### src/sv/fog_reveal_region_marker_defines.svh
// assertion macros shared by the fog reveal region marker rtl
`ifndef FOG_REVEAL_REGION_MARKER_DEFINES_SVH
`define FOG_REVEAL_REGION_MARKER_DEFINES_SVH

// condition holds at every clock edge out of reset
`define FRRM_ASSERT_ALWAYS(label, clk, rstn, cond) \
    label: assert property (@(posedge clk) disable iff (!(rstn)) (cond)) \
        else $error("%m: invariant failed");

// consequent holds in the same cycle as the antecedent
`define FRRM_ASSERT_IMPLY(label, clk, rstn, ante, cons) \
    label: assert property (@(posedge clk) disable iff (!(rstn)) (ante) |-> (cons)) \
        else $error("%m: implication failed");

// consequent holds in the cycle after the antecedent
`define FRRM_ASSERT_NEXT(label, clk, rstn, ante, cons) \
    label: assert property (@(posedge clk) disable iff (!(rstn)) (ante) |=> (cons)) \
        else $error("%m: next-cycle check failed");

`endif

### src/sv/frrm_ram.sv
// generic simple dual-port ram with registered read
`default_nettype none

module frrm_ram #(
    parameter int WIDTH = 8,
    parameter int DEPTH = 16,
    localparam int AW   = (DEPTH > 1) ? $clog2(DEPTH) : 1
) (
    input  wire logic             aclk,
    input  wire logic             we,
    input  wire logic [AW-1:0]    waddr,
    input  wire logic [WIDTH-1:0] wdata,
    input  wire logic             re,
    input  wire logic [AW-1:0]    raddr,
    output logic      [WIDTH-1:0] rdata
);

    logic [WIDTH-1:0] mem [DEPTH];

    always_ff @(posedge aclk) begin
        if (we) begin
            mem[waddr] <= wdata;
        end
        if (re) begin
            rdata <= mem[raddr];
        end
    end

endmodule

`default_nettype wire

### config.mk
export PLATFORM = sky130hd
export DESIGN_NAME = frrm_ram
export DESIGN_NICKNAME = d
export VERILOG_FILES = /design/src/sv/fog_reveal_region_marker_defines.svh /design/src/sv/frrm_ram.sv
export SDC_FILE = /design/constraint.sdc
export NUM_CORES = 1
export LEC_CHECK = 0
export BUFFER_PORTS_ARGS = -buffer_cell sky130_fd_sc_hd__buf_2
export CAP_MARGIN = 20
export CORE_ASPECT_RATIO = 1.1
export CORE_UTILIZATION = 57
export CTS_BUF_LIST = sky130_fd_sc_hd__clkbuf_8
export DETAILED_ROUTE_END_ITERATION = 12
export GPL_TIMING_DRIVEN = 0
export MAX_ROUTING_LAYER = met4
export PLACE_DENSITY = 0.88
export SLEW_MARGIN = 5
export SYNTH_ARGS = -nofsm -noshare
export SYNTH_HDL_FRONTEND = slang
export SYNTH_SLANG_ARGS = --single-unit
### constraint.sdc
create_clock -name aclk -period 1.61 [get_ports aclk]
set_clock_uncertainty 0.1 [all_clocks]
set_input_delay 0.161 -clock aclk [delete_from_list [all_inputs] [get_ports aclk]]
set_output_delay 0.161 -clock aclk [all_outputs]
set_load 0.02 [all_outputs]
## After elaboration in Yosys (flattened, before gate mapping)

Memories as Yosys holds them, arrays and structs flattened. A register that Yosys moved wholly into a read port is not among the register bits.
Cells that the tools add are included.

- RAM bits: 128
- Memories: 1
- Input port bits: 19
- Bits in registers: 0

Memory list:

| name | words | bits a word | read ports | clocked after memory_dff | write ports | line | RTL |
|---|---|---|---|---|---|---|---|
| mem | 16 | 8 | 1 | 1 | 1 | frrm_ram.sv:18 | `logic [WIDTH-1:0] mem [DEPTH];` |

- Multiplexer cells: 2

Operators with widths:

| kind | count |
|---|---|
| $mux W1 | 2 |

## Depth between registers and ports, before layout

- Depth after elaboration: 2
- Mapped depth: 5
- Mapped depth without buffers: 3

## Worst setup path after synthesis

Ideal clock, no wire load.

- Path type: input port to flip-flop
- Start: in waddr[2]
- End: mem mem[0][0], enable pin
- Stages on the path: 2
- Required time: 1127 ps
- Path slack: -144 ps
- Path buffers: 0
- Arrival time: 1271 ps
- Cell sequence: or3b_2 -> nor3_1

RTL lines:

| item | line | RTL |
|---|---|---|
| start, declared | frrm_ram.sv:11 | `input wire logic [AW-1:0] waddr,` |
| end, declared | frrm_ram.sv:18 |  |

No word-level cell before the write port.

==> results.toml <==
[timing]
holdWs_ns = 0.0219
tightest_slew_ns = 0.860
hold_violations = 0
slew_viol_final = 0
worst_slack_ns = 0.0286
fmax_mhz = 632
setup_violations = 0
rsz0062_at_grt = "false"
max_slew_margin = 0.425
fin_crit_sh = 0.982
final.min_clock_period_ns = 1.58

[hold_path]
worstHoldPathType = "in -> reg"

[pwr]
leakage_uw = 0.00198
peakVddDrop_v = 0.000785
power_uw = 7480
power_density_nw_per_um2 = 1250

[clock_tree]
cts_setup_buffers = 0
clk_pin_slew_ns = 0.07
clock_latency_ns = 0.43
cts_tree = "built"
cts_buffers = 17
h-tree-depth = 4
clock-root-buffer = "clkbuf_8"
clockBufferDepth = 2
cts_sinks = 136

[critical_path]
worstSetupEndpointType = "flip-flop"
worst-setup-path-type = "reg -> reg"
cpPeakStageDelay_ns = 0.53
crit_chain = "mux4_1 > a22oi_2 > nand2_1"
worst_ep_required_time_ns = 1.69
crit_fanout = 1
critPathSlowestCell = "mux4_1"
worst_ep_arrival_time_ns = 1.66
crit_path_start_kind = "flip-flop"

[detailed_routing]
routed_wl_um = 10100
firstDrtPassIters = 5
antenna_left = 0
drt_iter0_markers = 317
wire_per_inst_um = 24.9
via_per_inst = 6.26
via_count = 2529
drc = 0

[floorplan]
start_util = 0.589
boundaryPins = 27
dieArea_um2 = 9560
num_rows = 36
die_w_um = 93.3
coreArea_um2 = 8870
die_h_um = 102

[global_routing]
met3_usage = 0.0833
grt_start_max_net_pins = 17
busiest_layer = "met2"
met1_usage = 0.298
met2_usage = 0.357
grt_pass1_wl_um = 14400
grt_overflow = 0
grt.total_usage = 0.239
grt_antenna_before_repair = 0
grt_pass1_vias = 2469

[status]
outcome = "complete, no violations"

[place]
dp_cells = 369
post-dp-hpwl_um = 6210
pre_cts_slack_ns = -0.348
numPortBuffers = 25
place.gp.congestion = 0.746

[final_layout]
nets = 296
final_cell_mix = "136 x edfxtp_1, 31 x buf_2, 22 x mux4_2"
n_antenna_cell = 0
seqCellArea_um2 = 4080
final_common_cell = "edfxtp_1"
final.fill_count = 527
syn_to_final_growth_pct = 14.4
layout-drive-gt1-share = 0.331
final_util = 0.674
multi_input_area_um2 = 1080
final_cells = 404

[yosys]
synth_seq_cells = 136
synth_area_um2 = 5230
synth.area.top_cells = "edfxtp_1 78%, mux4_2 7.8%, mux4_1 7.0%"
yosys_warnings = 0
synth_cells = 229
yosysSeqAreaShare = 0.781
synth_area_per_cell_um2 = 22.8
yosysUniqueCellTypes = 18
synth_top_area_frac = 0.781
yosysTopAreaCell = "edfxtp_1"
syn_nets = 248

[job]
maxCapViolCount = 0
[cell type report]
cell class,instances,share of cell area
plain buffers,10,0.0144
well taps,114,0.0238
flip-flops and latches,136,0.683
clock buffers,17,0.0391
repair buffers,29,0.0251
multi-input cells,83,0.180
clock inverters,15,0.0347
[worst max-delay path: cells and delay by family, from the launching register on]
| family | cells | cell delay (ns) |
|---|---|---|
| AO/OA/AOI/OAI | 1 | 0.24 |
| flip-flops | 1 | 0.37 |
| multiplexers | 1 | 0.53 |
| AND/OR/NAND/NOR | 1 | 0.09 |
[per-layer routing]
metal / routed length [um] / part of all wire / vias up
li1: - / - / 1070
met1: 3850 / 0.38 / 1268
met2: 5000 / 0.50 / 164
met3: 901 / 0.090 / 27
met4: 293 / 0.029 / 0
met5: 0 / 0 / -
[synth_stat cells, drive strengths merged]
library cell   instances
nand2                  9
nand2b                 2
nand3b                 2
nor2b                  1
or3b                   1
mux4                  32
nor3                   4
a22oi                 16
buf                    7
clkdlybuf4s25          3
and2                   1
and2b                  1
nor2                  13
nand3                  1
edfxtp               136
[through the flow]
stage | cell area, um2 | TNS, ns
floorplan | 5230 | 0
global placement | 5500 | -16.70
detailed placement | 5510 | -19.12
CTS | 5980 | 0
global route | 5980 | 0
finish | 5980 | 0
[state kept, by name (all words and copies together), names as in the netlist]
signal / count
mem: 128
rdata: 8
[worst paths after layout]
check / startpoint / end / slack (ns) / cells after the start
setup / recovery: mem[2][0]$_DFFE_PP_ / rdata[0]$_DFFE_PP_ / 0.03 / 3
hold / removal: wdata[6] / mem[8][6]$_DFFE_PP_ / 0.02 / 1
setup reg to reg: mem[2][0]$_DFFE_PP_ / rdata[0]$_DFFE_PP_ / 0.03 / 3
hold reg to reg: mem[8][1]$_DFFE_PP_ / rdata[1]$_DFFE_PP_ / 0.66 / 3
[power by group]
part | internal, uW | switching (uW)
registers | 3990 | 19.8
logic | 162 | 248
clock network | 1820 | 1240
total | 5970 | 1510
[logic make-up (layout without fill, tap and decap cells)]
logic type | Yosys count | count (layout) | share of synthesized area
flops | 136 | 136 | 0.781
simple gates | 35 | 35 | 0.0314
mux | 32 | 32 | 0.148
compound gates | 16 | 16 | 0.0230
buf+inv | 10 | 71 | 0.0165
[what timing repair did]
| item | in CTS | in global routing |
|---|---|---|
| endpoints found under the setup margin | 6 | 3 |
| hold endpoints to repair | 8 | 0 |
| pin swaps | 1 | 1 |
| gates resized for setup | 7 | 3 |
| hold buffers | 1 | 0 |
(Power assumes the default switching activity.)
